===== config.mk =====
export PLATFORM = sky130hd
export DESIGN_NAME = base64_stream_encoder_unit
export DESIGN_NICKNAME = d
export VERILOG_FILES = /design/src/rtl/core/b64se_pkg.sv /design/src/rtl/core/base64_stream_encoder_unit.sv
export SDC_FILE = /design/constraint.sdc
export NUM_CORES = 1
export LEC_CHECK = 0
export BUFFER_PORTS_ARGS = -buffer_cell sky130_fd_sc_hd__buf_4
export CAP_MARGIN = 20
export CORE_UTILIZATION = 51
export CTS_BUF_LIST = sky130_fd_sc_hd__clkbuf_8 sky130_fd_sc_hd__clkbuf_16
export CTS_CLUSTER_DIAMETER = 80
export DETAILED_ROUTE_END_ITERATION = 16
export GPL_ROUTABILITY_DRIVEN = 0
export GPL_TIMING_DRIVEN = 1
export PLACE_DENSITY_LB_ADDON = 0.05
export SLEW_MARGIN = 20
export SYNTH_ARGS = -nofsm -noshare
export SYNTH_HDL_FRONTEND = slang
export SYNTH_SLANG_ARGS = --single-unit

===== constraint.sdc =====
create_clock -name clk -period 4.6 [get_ports clk]
set_input_delay 0.23 -clock clk [delete_from_list [all_inputs] [get_ports clk]]
set_output_delay 0.23 -clock clk [all_outputs]
set_load 0.03 [all_outputs]

===== src/rtl/core/b64se_pkg.sv =====
package b64se_pkg;

	localparam int CfgIndexW = 2;

	localparam logic [CfgIndexW-1:0] CFG_URL_ALPHABET      = 2'd0;
	localparam logic [CfgIndexW-1:0] CFG_PADDING_ENABLED   = 2'd1;
	localparam logic [CfgIndexW-1:0] CFG_MULTILINE_ENABLED = 2'd2;

	localparam logic [6:0] CHAR_EQUALS  = 7'h3D;
	localparam logic [6:0] CHAR_NEWLINE = 7'h0A;

	function automatic logic [6:0] sextet_char(input logic [5:0] v, input logic url);
		logic [6:0] ch;
		logic [6:0] vx;
		vx = {1'b0, v};
		if (v < 6'd26) begin
			ch = 7'h41 + vx;
		end else if (v < 6'd52) begin
			ch = 7'h47 + vx;
		end else if (v < 6'd62) begin
			ch = vx - 7'd4;
		end else if (v == 6'd62) begin
			ch = url ? 7'h2D : 7'h2B;
		end else begin
			ch = url ? 7'h5F : 7'h2F;
		end
		return ch;
	endfunction

endpackage


===== src/rtl/core/base64_stream_encoder_unit.sv =====
// Streaming base64 encoder: one message byte per data word in, one ASCII character per char
// word out (standard or URL-safe alphabet, optional '=' padding to a multiple of four,
// optional newline after every LINE_LENGTH characters, none after the last). last_char marks
// the final character of each message. A byte sits in one input stage register and is
// turned into output words there, one word per cycle while the receiver keeps char_ready
// high, into a single output register. The next byte is taken in the same cycle its
// predecessor's final word is loaded, so the sustained rate is the output rate of one
// word per cycle without stalls. Configuration writes are meant for idle periods and
// apply from the next character.
module base64_stream_encoder_unit
	import b64se_pkg::*;
#(
	parameter int LINE_LENGTH = 64
) (
	input  logic                 clk,
	input  logic                 arst_n,
	input  logic                 write_enable,
	input  logic [CfgIndexW-1:0] reg_index,
	input  logic                 write_data,
	input  logic                 data_valid,
	output logic                 data_ready,
	input  logic [7:0]           data_byte,
	input  logic                 last_byte,
	output logic                 char_valid,
	input  logic                 char_ready,
	output logic [6:0]           character,
	output logic                 last_char
);

	localparam int CountMod = (LINE_LENGTH % 4 == 0) ? LINE_LENGTH : 4 * LINE_LENGTH;
	localparam int CountW   = $clog2(CountMod);
	localparam int Line1    = LINE_LENGTH % CountMod;
	localparam int Line2    = (2 * LINE_LENGTH) % CountMod;
	localparam int Line3    = (3 * LINE_LENGTH) % CountMod;

	logic url_q, pad_q, ml_q;

	logic [3:0]        residue_q;
	logic [2:0]        rcount_q;
	logic [CountW-1:0] count_q;
	logic              any_q;

	logic        valid_s1;
	logic [11:0] acc_s1;
	logic [3:0]  nbits_s1;
	logic        last_s1;
	logic        nl_done_s1;

	logic [6:0] char_q;
	logic       last_q;
	logic       out_valid_q;

	logic              at_line, nl_need, is_data, is_flush, more;
	logic              slot_free, step, finish, accept;
	logic [3:0]        nbits_nxt;
	logic [CountW-1:0] count_inc;
	logic [6:0]        real_char;

	always_comb begin
		at_line = (count_q == CountW'(0)) || (count_q == CountW'(Line1)) ||
			(count_q == CountW'(Line2)) || (count_q == CountW'(Line3));
		nl_need   = ml_q && any_q && at_line && !nl_done_s1;
		is_data   = nbits_s1 >= 4'd6;
		is_flush  = !is_data && (nbits_s1 != 4'd0);
		real_char = (is_data || is_flush) ? sextet_char(acc_s1[11:6], url_q) : CHAR_EQUALS;
		nbits_nxt = is_data ? nbits_s1 - 4'd6 : 4'd0;
		count_inc = (count_q == CountW'(CountMod - 1)) ? '0 : count_q + 1'b1;
		more      = (nbits_nxt >= 4'd6) ||
			(last_s1 && ((nbits_nxt != 4'd0) || (pad_q && (count_inc[1:0] != 2'd0))));
		slot_free  = !out_valid_q || char_ready;
		step       = valid_s1 && slot_free;
		finish     = step && !nl_need && !more;
		data_ready = !valid_s1 || finish;
		accept     = data_valid && data_ready;
	end

	assign char_valid = out_valid_q;
	assign character  = char_q;
	assign last_char  = last_q;

	// config registers
	always_ff @(posedge clk or negedge arst_n) begin
		if (!arst_n) begin
			url_q <= 1'b0;
			pad_q <= 1'b1;
			ml_q  <= 1'b0;
		end else if (write_enable) begin
			case (reg_index)
				CFG_URL_ALPHABET:      url_q <= write_data;
				CFG_PADDING_ENABLED:   pad_q <= write_data;
				CFG_MULTILINE_ENABLED: ml_q  <= write_data;
				default: ;
			endcase
		end
	end

	// output register
	always_ff @(posedge clk or negedge arst_n) begin
		if (!arst_n) begin
			out_valid_q <= 1'b0;
		end else if (step) begin
			out_valid_q <= 1'b1;
		end else if (char_ready) begin
			out_valid_q <= 1'b0;
		end
	end

	always_ff @(posedge clk) begin
		if (step) begin
			char_q <= nl_need ? CHAR_NEWLINE : real_char;
			last_q <= !nl_need && !more && last_s1;
		end
	end

	// stage 1 control and message state
	always_ff @(posedge clk or negedge arst_n) begin
		if (!arst_n) begin
			valid_s1   <= 1'b0;
			nl_done_s1 <= 1'b0;
			count_q    <= '0;
			any_q      <= 1'b0;
			residue_q  <= 4'd0;
			rcount_q   <= 3'd0;
		end else begin
			if (step && !nl_need) begin
				if (finish && last_s1) begin
					count_q <= '0;
					any_q   <= 1'b0;
				end else begin
					count_q <= count_inc;
					any_q   <= 1'b1;
				end
			end
			if (accept) begin
				valid_s1   <= 1'b1;
				nl_done_s1 <= 1'b0;
				if (last_byte) begin
					residue_q <= 4'd0;
					rcount_q  <= 3'd0;
				end else if (rcount_q == 3'd0) begin
					residue_q <= {2'b00, data_byte[1:0]};
					rcount_q  <= 3'd2;
				end else if (rcount_q == 3'd2) begin
					residue_q <= data_byte[3:0];
					rcount_q  <= 3'd4;
				end else begin
					residue_q <= 4'd0;
					rcount_q  <= 3'd0;
				end
			end else begin
				if (finish) begin
					valid_s1 <= 1'b0;
				end
				if (step) begin
					nl_done_s1 <= nl_need;
				end
			end
		end
	end

	// stage 1 payload: bits kept left-aligned, next sextet in acc_s1[11:6]
	always_ff @(posedge clk) begin
		if (accept) begin
			last_s1 <= last_byte;
			if (rcount_q == 3'd0) begin
				acc_s1   <= {data_byte, 4'b0000};
				nbits_s1 <= 4'd8;
			end else if (rcount_q == 3'd2) begin
				acc_s1   <= {residue_q[1:0], data_byte, 2'b00};
				nbits_s1 <= 4'd10;
			end else begin
				acc_s1   <= {residue_q, data_byte};
				nbits_s1 <= 4'd12;
			end
		end else if (step && !nl_need) begin
			acc_s1   <= {acc_s1[5:0], 6'b000000};
			nbits_s1 <= nbits_nxt;
		end
	end

`ifndef NO_ASSERTIONS
	a_newline_only_multiline: assert property (@(posedge clk) disable iff (!arst_n)
		char_valid |-> (character != CHAR_NEWLINE) || ml_q)
		else $error("newline emitted with multiline mode off");

	a_last_not_newline: assert property (@(posedge clk) disable iff (!arst_n)
		char_valid && last_char |-> character != CHAR_NEWLINE)
		else $error("message ends in a newline");

	a_residue_count: assert property (@(posedge clk) disable iff (!arst_n)
		(rcount_q == 3'd0) || (rcount_q == 3'd2) || (rcount_q == 3'd4))
		else $error("bad residue count");

	a_padding_phase: assert property (@(posedge clk) disable iff (!arst_n)
		step && !nl_need && !is_data && !is_flush |-> pad_q && (count_q[1:0] != 2'd0))
		else $error("pad character outside padding phase");
`endif

endmodule


==> results of run 1 <==
[power groups by stage]
stage          sequential, mW  clock (mW)  combinational [mW]
2_1_floorplan           0.851           0               0.777
4_1_cts                 0.857       0.230                1.02
3_5_place_dp            0.865           0                1.02
3_3_place_gp            0.865           0                1.00
6_report                0.859       0.222                1.01
5_1_grt                 0.888       0.244                1.11
[metal layers]
layer	share of wire [%]	up-vias	track usage (%)
met5	0	-	0
met4	1.0	0	7.41
met3	3.9	4	3.73
met2	46	42	30.2
met1	49	882	26.9
li1	-	942	-
[area by class of cell]
class	instances	area [µm²]
inverters	13	48.8
clock inverters	3	12.5
fillers	417	1920
repair buffers	27	205
flip-flops and latches	44	1230
multi-input cells	174	1220
well taps	67	83.8
clock buffers	5	68.8
[worst reg2reg max path: stages (launching register included)]
cell and delay [ps]:
edfxtp_1 460, ha_1 370, nor3b_1 200, a2bb2oi_1 310
o211ai_2 180, a21boi_4 670, or2_2 480
[state kept, by name, indices dropped and copies added, names as in the netlist]
signal	flops
residue_q	4
ml_q	1
pad_q	1
character	7
valid_s1	1
count_q	6
last_s1	1
url_q	1
acc_s1	12
nbits_s1	4
last_char	1
nl_done_s1	1
any_q	1
char_valid	1
rcount_q	2
[layout by cell type, fill, tap and decap left out, types with 4 or more instances in the layout]
master	instances
a21oi_1	9
a31oi_1	5
and3_1	4
buf_4	26
clkbuf_8	5
dfrtp_1	18
edfxtp_1	25
ha_1	8
inv_1	15
mux2_2	9
mux2_4	5
mux2i_1	13
nand2_1	25
nand2b_1	6
nand3_1	7
nor2_1	13
nor2b_1	4
nor3_1	7
o21ai_0	16
o22ai_1	4
[kinds of logic after synthesis]
| family | count (synthesis) | synth area share (%) |
|---|---|---|
| adder cells (fa/ha/maj) | 8 | 3.91 |
| AND/OR/NAND/NOR | 84 | 17.3 |
| AO/OA/AOI/OAI | 53 | 13.9 |
| multiplexers | 27 | 12.0 |
| flip-flops | 44 | 48.0 |
| XOR/XNOR | 2 | 0.685 |
| buffers and inverters | 24 | 4.16 |
[final timing paths]
check | slack, ps | from | endpoint | cells past startpoint
setup / recovery | 1600 | nbits_s1[1]$_DFFE_PP_ | nbits_s1[3]$_SDFFCE_PN1P_ | 6
hold / removal | 130 | last_byte | last_s1$_DFFE_PN_ | 1
setup reg to reg | 1600 | nbits_s1[1]$_DFFE_PP_ | nbits_s1[3]$_SDFFCE_PN1P_ | 6
hold reg to reg | 480 | any_q$_DFFE_PN0P_ | any_q$_DFFE_PN0P_ | 2
max in group asynchronous | 4000 | arst_n | pad_q$_DFFE_PN1P_ | 2
min in group asynchronous | 340 | arst_n | count_q[0]$_DFFE_PN0P_ | 2
[Yosys cell counts, drive strengths merged (2+ instances only)]
cell and n:
nand3 7, and2 3, a21boi 2, xor2 2
a31oi 5, and3 4, o22ai 4, dfrtp 18
a22oi 2, buf 3, inv 13, edfxtp 25
a221oi 2, nor2b 4, nor3 7, o211ai 2
mux2i 13, nand2 25, a21oi 9, nand3b 3
nand2b 6, nor2 13, clkbuf 8, ha 8
o21ai 16, nor3b 3, nor4 2, mux2 14
[stage by stage]
stage               util (%)  hold WS, ps  instances
floorplan                  -        -65.6        242
global placement        58.1          116        324
CTS                     60.0          122        333
finish                  60.0          132        333
global route            60.0          121        333
detailed placement      58.1          115        324
[timing repair]
action | CTS | global route
endpoints found under the setup margin | 0 | 0
hold buffers | 1 | 0
hold endpoints to repair | 18 | 0
==> results.md, run 1 <==
- Final worst slack: 1600 ps
- Via density: 5.62
- Flop pwr share: 41.0%
- PwrDens: 730 mW/mm²
- First-pass iteration count of the detailed router: 4
- FMAX: 0.334 GHz
- Setup Skew: 4.45 ps
- Worst EP required: 4560 ps
- Max_slew headroom: 43.2%
- Final layout net count: 290
- Cell Area, Synth: 0.00256 mm²
- DR iter-0 viols: 64
- P&R area growth vs syn: 12.2%
- CTS Buf Count: 5
- Synthesized flop and latch total: 44
- Routed via count: 1,870
- Critical Path, Cell by Cell: ha_1, nor3b_1, a2bb2oi_1, o211ai_2, a21boi_4, or2_2
- Status: complete, no violations
- Die H: 72.8 µm
- Async SR Flop Fraction: 43.2%
- Pint: 1.22 mW
- Die Area: 0.00530 mm²
- Starting density of the core: 53.4%
- Worst hold path type: in -> reg
- Post-CTS sizing: 0
- Min Tclk post-route: 3000 ps
- CTS tree: built
- Global-route wire length before repair: 7740 µm
- NetSw: 0.876 mW
- Syn_area_per_cell: 10.6 µm²
- RSZ-0062 raised after global routing: false
- Slowest-stage cell, CP: a21boi_4
- Largest net degree at the start of global routing: 26
- Max VDD drop: 425 µV
- Final Routed Wirelength: 4680 µm
- Wire length per cell: 14.1 µm
- Total gr overflow: 0
- Synth top area share: 29.4%
- Final instance area: 0.00287 mm²
- Combinational share of power: 48.4%
- Antenna-violating nets left: 0
- Cell family with most CP delay: compound AO/OA/AOI/OAI gates
- Sequential share of the synthesized area: 48.0%
- Critical Path AT: 2950 ps
- Antenna Diode Count: 0
- Dpl ws: 1600 ps
- Vias in the first global route: 1,669
- Post-CTS Setup Inserts: 0
- Port Buffers: 26
- Post-place instance area: 0.00278 mm²
- Clock-pin transition on the worst setup and hold timing paths: 70 ps
- Main synth FF type: edfxtp_1
- Post-synth EDFFs: 25
- Initial antenna violation count: 0
- Clock Latency Late Sink: 290 ps
- Crit-path max FO: 25
- Sw frac: 41.8%
- Slowest stage delay, CP: 670 ps
- Synth area leaders: edfxtp_1, dfrtp_1, mux2i_1
- Setup crit end kind: flop
- Clock Sinks: 44
- YS warnings: 0
- Clock power frac: 10.6%
- Final setup viols: 0
- Tot Pwr: 2.09 mW
- Die Span X: 72.8 µm
- HPWL after DPL: 3440 µm
- I/O Pins: 27
- Startpoint Class: flop
- Worst-margin pin slew: 844 ps
- Core area: 0.00479 mm²
- Synth cell types: 51
- CP Class: reg -> reg
- Area leader, netlist: edfxtp_1
- DRC: 0
- Row count: 25
- Maxcap violations: 0
- Period utilisation layout: 65.2%
- Mapped Cells: 242
- Worst Path Buf+Inv: 0
- Pleak: 1.18 nW
- GRT Util Overall: 19.4%
- Clock Root Buffer: clkbuf_8
- H-tree Lvls: 2
- Syn Nets: 267
- Fin. max-slew vios: 0
- Final hold violation count: 0
- Layout cells sized above 1: 19.2%
- Maximum clock path buffer count: 2
- Post-Route Setup TNS: 0 ps
Note: power is estimated with default switching activity, not from simulation.
==> inputs of run 2 (changes only) <==
--- a/config.mk
+++ b/config.mk
@@ -5,6 +5,7 @@
 export SDC_FILE = /design/constraint.sdc
 export NUM_CORES = 1
 export LEC_CHECK = 0
+export ABC_AREA = 1
 export BUFFER_PORTS_ARGS = -buffer_cell sky130_fd_sc_hd__buf_4
 export CAP_MARGIN = 20
 export CORE_UTILIZATION = 51
==> constraint.sdc (replaced) <==
create_clock -name clk -period 2.9 [get_ports clk]
set_input_delay 0.145 -clock clk [delete_from_list [all_inputs] [get_ports clk]]
set_output_delay 0.145 -clock clk [all_outputs]
set_load 0.03 [all_outputs]
==> results.md, run 2 <==
- Reg2reg start: nbits_s1[1]$_DFFE_PP_
- Synth top area share: 28.2%
- Worst hold endpoint: last_s1$_DFFE_PN_
- DRC: 0
- RSZ-0062 raised after global routing: false
- Die Span X: 74.3 µm
- Clock-pin transition on the worst setup and hold timing paths: 80 ps
- Worst hold path type: in -> reg
- Routed via count: 2,249
- FMAX: 0.478 GHz
- Non-Filler Instances: 434
- Final Routed Wirelength: 5380 µm
- Fin. max-slew vios: 0
- Critical Path, Cell by Cell: ha_1, or2_1, a21oi_1, inv_1, nand3_4, nand2_4, buf_4
- Pleak: 1.46 nW
- Total gr overflow: 0
- Reg2Reg Setup Slack: 980 ps
- HPWL after DPL: 4060 µm
- Cell family with most CP delay: simple AND/OR/NAND/NOR gates
- Most common cell in the synthesized netlist: nand2_1
- Filler cells: 446
- Post-Route Setup TNS: 0 ps
- Area leader, netlist: edfxtp_1
- Antenna Diode Count: 0
- Synth area leaders: edfxtp_1, dfrtp_1, nand2_1
- Initial antenna violation count: 0
- Layout cells sized above 1: 12.0%
- Starting density of the core: 54.6%
- Slowest stage delay, CP: 430 ps
- Worst reg2reg path endpoint: nbits_s1[2]$_DFFE_PP_
- Synthesized flop and latch total: 44
- Largest net degree at the start of global routing: 20
- Leading cell types in the layout, fill and taps excluded: nand2_1, inv_1, nand3_1
- Post-synth EDFFs: 25
- Critical Path AT: 1950 ps
- Max VDD drop: 776 µV
- Clock Root Buffer: clkbuf_8
- Main synth FF type: edfxtp_1
- Post-Route Utilization: 61.9%
- Die Area: 0.00552 mm²
- PwrDens: 1150 mW/mm²
- Syn Nets: 363
- Placed Cells: 425
- Synth cell types: 33
- H-tree Lvls: 2
- I/O Pins: 27
- Commonest non-fill, non-tap cell in the layout: nand2_1
- Sequential share of the synthesized area: 46.0%
- CTS tree: built
- Worst Reg-to-Reg Cells: 8
- Clock Latency Late Sink: 290 ps
- Largest register FFs: 12
- First-pass iteration count of the detailed router: 4
- Vias in the first global route: 2,061
- Worst Path Buf+Inv: 2
- Biggest register: acc_s1
- YS warnings: 0
- Maximum clock path buffer count: 2
- Mapped Cells: 338
- Period utilisation layout: 72.1%
- Slowest-stage cell, CP: edfxtp_1
- Core area: 0.00488 mm²
- DR iter-0 viols: 125
- CP Class: reg -> out
- Worst EP required: 2760 ps
- Final setup viols: 0
- GRT Util Overall: 21.9%
- Min Tclk post-route: 2090 ps
- Status: complete, no violations
- Wire length per cell: 12.4 µm
- Maxcap violations: 0
- Global-route wire length before repair: 9150 µm
- Post-CTS Setup Inserts: 0
- Synth cell count leaders: nand2_1, inv_1, nand3_1
- Syn_area_per_cell: 7.89 µm²
- Hold Crit Depth: 1
- Final hold violation count: 0
- Max_slew headroom: 70.2%
- Cell Area, Synth: 0.00267 mm²
- Clock Sinks: 44
- Crit-path max FO: 18
- CTS Buf Count: 5
- Antenna-violating nets left: 0
- Hold_sp: last_byte
- Die H: 74.3 µm
- Startpoint Class: flop
- Async SR Flop Fraction: 43.2%
- Row count: 25
- Worst-margin pin slew: 446 ps
- Via density: 5.18
- Setup crit end kind: output port
- Setup Skew: 3.55 ps
- Port Buffers: 26
- Final layout net count: 391
- P&R area growth vs syn: 13.3%
==> run 2: cell count changes in the layout (fill, tap and decap cells not counted), sizes merged, moves of 6 or more <==
| cell | delta |
|---|---|
| inv | +33 |
| o21ai | +8 |
| nand2b | -6 |
| mux2 | -14 |
| nand3 | +34 |
| nand2 | +74 |
| mux2i | -13 |
| nor2 | +19 |
==> run 2: kinds of logic (layout without fill, tap and decap cells) <==
family / Yosys count / count (layout) / share of synthesized area, %
XOR/XNOR: 6 / 6 / 1.97
flip-flops: 44 / 44 / 46.0
buffers and inverters: 54 / 83 / 8.49
AND/OR/NAND/NOR: 185 / 185 / 31.4
AO/OA/AOI/OAI: 41 / 41 / 8.31
adder cells (fa/ha/maj): 8 / 8 / 3.75
==> run 2: metal layers <==
layer / GRT usage [%] / wire length, µm / up-vias
li1: - / - / 1157
met1: 28.4 / 2510 / 1046
met2: 38.1 / 2630 / 41
met3: 3.66 / 198 / 5
met4: 5.66 / 47 / 0
met5: 0 / 0 / -
==> run 2: area by class of cell <==
type | count | area (µm²) | share of cell area, %
Sequential cell | 44 | 1230 | 40.6
Timing Repair Buffer | 28 | 213 | 7.04
Inverter | 47 | 176 | 5.84
Clock buffer | 5 | 68.8 | 2.28
Multi-Input combinational cell | 240 | 1210 | 40.1
Tap cell | 67 | 83.8 | 2.78
Clock inverter | 3 | 38.8 | 1.28
==> run 2: timing repair <==
item                                   4_1_cts  5_1_grt
gates resized for setup                      0        0
hold buffers                                 1        0
endpoints found under the hold margin       19        0
==> run 2: power breakdown <==
group | total [mW] | switching (mW) | leakage (nW) | internal [mW]
Combinational | 1.75 | 1.15 | 0.911 | 0.600
Sequential | 1.28 | 0.228 | 0.492 | 1.06
Clock | 0.455 | 0.203 | 0.0593 | 0.252
==> run 2: per-stage QoR <==
| step | hold slack, ps | area, µm² | worst slack [ps] | power, mW |
|---|---|---|---|---|
| after floorplan | -151 | 2670 | 740 | 2.63 |
| after global placement | 42.7 | 2900 | 1030 | 3.02 |
| after detailed placement | 38.2 | 2900 | 968 | 3.05 |
| after CTS | 78.2 | 3020 | 795 | 3.51 |
| after global routing | 77.5 | 3020 | 671 | 3.81 |
| final | 88.6 | 3020 | 810 | 3.49 |
==> run 2: worst max path at each step <==
stage,from,end,depth (start not counted)
2_1_floorplan,char_valid$_DFFE_PN0P_,acc_s1[0]$_SDFFCE_PP0P_,5
3_3_place_gp,nbits_s1[1]$_DFFE_PP_,last_s1$_DFFE_PN_,8
3_5_place_dp,nbits_s1[1]$_DFFE_PP_,last_s1$_DFFE_PN_,8
4_1_cts,nbits_s1[1]$_DFFE_PP_,data_ready,7
5_1_grt,count_q[0]$_DFFE_PN0P_,data_ready,10
6_report,nbits_s1[1]$_DFFE_PP_,data_ready,7
==> inputs of run 3 (changes only) <==
==> constraint.sdc (replaced) <==
create_clock -name clk -period 1.9 [get_ports clk]
set_input_delay 0.095 -clock clk [delete_from_list [all_inputs] [get_ports clk]]
set_output_delay 0.095 -clock clk [all_outputs]
set_load 0.03 [all_outputs]
==> results.md, run 3 (synthesis results as in run 2) <==
- Multi-input gate area: 0.00127 mm²
- Fin. max-slew vios: 0
- Final instance area: 0.00319 mm²
- Final Routed Wirelength: 5540 µm
- Worst hold endpoint: last_s1$_DFFE_PN_
- Clock-pin transition on the worst setup and hold timing paths: 80 ps
- Maxcap violations: 0
- Die Span X: 74.3 µm
- Startpoint Class: flop
- Die H: 74.3 µm
- Slowest-stage cell, CP: edfxtp_1
- Via density: 5.16
- Post-Route Setup TNS: 0 ps
- Sequential cell area: 0.00123 mm²
- First-pass iteration count of the detailed router: 7
- Setup Skew: 4.27 ps
- Final layout net count: 407
- Dpl ws: 19.7 ps
- Leading cell types in the layout, fill and taps excluded: nand2_1, inv_1, buf_4
- Commonest non-fill, non-tap cell in the layout: nand2_1
- CTS Buf Count: 5
- Worst Path Buf+Inv: 2
- Antenna Diode Count: 0
- Pleak: 1.53 nW
- Clock Latency Late Sink: 300 ps
- Setup crit end kind: output port
- Total gr overflow: 0
- I/O Pins: 27
- Worst EP required: 1800 ps
- Met3 global-route usage: 5.01%
- CP Class: reg -> out
- H-tree Lvls: 2
- Clock Root Buffer: clkbuf_8
- Hold Crit Depth: 1
- Biggest register: acc_s1
- Worst Reg-to-Reg Cells: 9
- DR iter-0 viols: 122
- Top Usage Layer GRT: met2
- P&R area growth vs syn: 19.6%
- Hold_sp: last_byte
- Starting density of the core: 54.6%
- Post-place instance area: 0.00296 mm²
- Global-route wire length before repair: 9450 µm
- HPWL after DPL: 4070 µm
- Final hold violation count: 0
- CTS tree: built
- RSZ-0062 raised after global routing: false
- Worst-margin pin slew: 864 ps
- Worst hold path type: in -> reg
- GRT Util Overall: 22.9%
- Reg2Reg Setup Slack: 130 ps
- Routed via count: 2,321
- Row count: 25
- Period utilisation layout: 95.0%
- CP Depth: 7
- Max VDD drop: 1050 µV
- FMAX: 0.554 GHz
- Vias in the first global route: 2,118
- Port Buffers: 26
- Critical Path AT: 1710 ps
- DRC: 0
- Crit-path max FO: 5
- Slowest stage delay, CP: 400 ps
- Cell family with most CP delay: simple AND/OR/NAND/NOR gates
- Final worst slack: 94.3 ps
- GR Util met1: 29.9%
- PwrDens: 1800 mW/mm²
- Initial antenna violation count: 0
- Clock Sinks: 44
- Reg2reg start: nbits_s1[1]$_DFFE_PP_
- Filler cells: 438
- Maximum clock path buffer count: 2
- Antenna-violating nets left: 0
- Final setup viols: 0
- Tot Pwr: 5.74 mW
- Status: complete, no violations
- Min Tclk post-route: 1810 ps
- Max_slew headroom: 42.4%
- Core area: 0.00488 mm²
- Worst reg2reg path endpoint: acc_s1[7]$_DFFE_PP_
- Layout cells sized above 1: 19.3%
- Largest net degree at the start of global routing: 20
- Die Area: 0.00552 mm²
- Critical Path, Cell by Cell: ha_2, or2_1, a21oi_2, inv_2, nand3_4, nand2_8, buf_6
- Wire length per cell: 12.3 µm
- Grt met2 use: 37.1%
- Largest register FFs: 12
==> run 3: cell count changes in the layout (fill, tap and decap cells not counted), sizes merged <==
cell / before / now
bufinv: 1 / 0
inv: 48 / 49
buf: 27 / 43
==> run 3: worst max path at each step <==
stage,from,end
after CTS,count_q[1]$_DFFE_PN0P_,data_ready
after detailed placement,count_q[0]$_DFFE_PN0P_,nbits_s1[3]$_SDFFCE_PN1P_
after floorplan,nbits_s1[1]$_DFFE_PP_,nbits_s1[1]$_DFFE_PP_
after global routing,count_q[1]$_DFFE_PN0P_,data_ready
after global placement,count_q[0]$_DFFE_PN0P_,nbits_s1[3]$_SDFFCE_PN1P_
final,nbits_s1[1]$_DFFE_PP_,data_ready
==> run 3: layout make-up <==
class,instances,area share (%)
well taps,67,2.63
flip-flops and latches,44,38.5
repair buffers,44,10.9
clock buffers,5,2.16
multi-input cells,240,39.8
clock inverters,3,0.471
inverters,47,5.53
==> run 3: worst register-to-register path, delay by kind of cell, from the launching register on <==
kind	cells	cell delay, ps
and+or+nand+nor	5	540
DFF	1	400
buffers and inverters	2	220
adders and majority gates	1	200
AOI/OAI and AO/OA	1	190
==> run 3: power breakdown <==
group	switching (mW)	internal, mW	leakage (nW)
Sequential	0.309	1.61	0.492
Combinational	1.98	1.26	0.993
Clock	0.318	0.253	0.0496
Total	2.61	3.13	1.53
==> run 3: per-layer routing <==
| metal | vias up | share of wire [%] |
|---|---|---|
| met2 | 68 | 47 |
| met4 | 0 | 1.9 |
| met1 | 1051 | 47 |
| li1 | 1191 | - |
| met5 | - | 0 |
| met3 | 11 | 4.4 |
==> run 3: timing repair <==
| item | 4_1_cts | 5_1_grt |
|---|---|---|
| hold buffers | 1 | 0 |
| gates cloned | 0 | 0 |
| pin swaps | 1 | 4 |
| setup buffers | 7 | 2 |
| hold endpoints to repair | 19 | 0 |
| setup endpoints to repair | 1 | 40 |
| resized for setup | 3 | 14 |
==> run 3: stage by stage <==
step	hold slack, ps	cells	utilization (%)
finish	35.2	450	65.3
global route	34.5	450	65.3
CTS	31.3	448	64.2
detailed placement	-6.22	432	60.6
global placement	-15.1	432	60.6
floorplan	-201	338	-
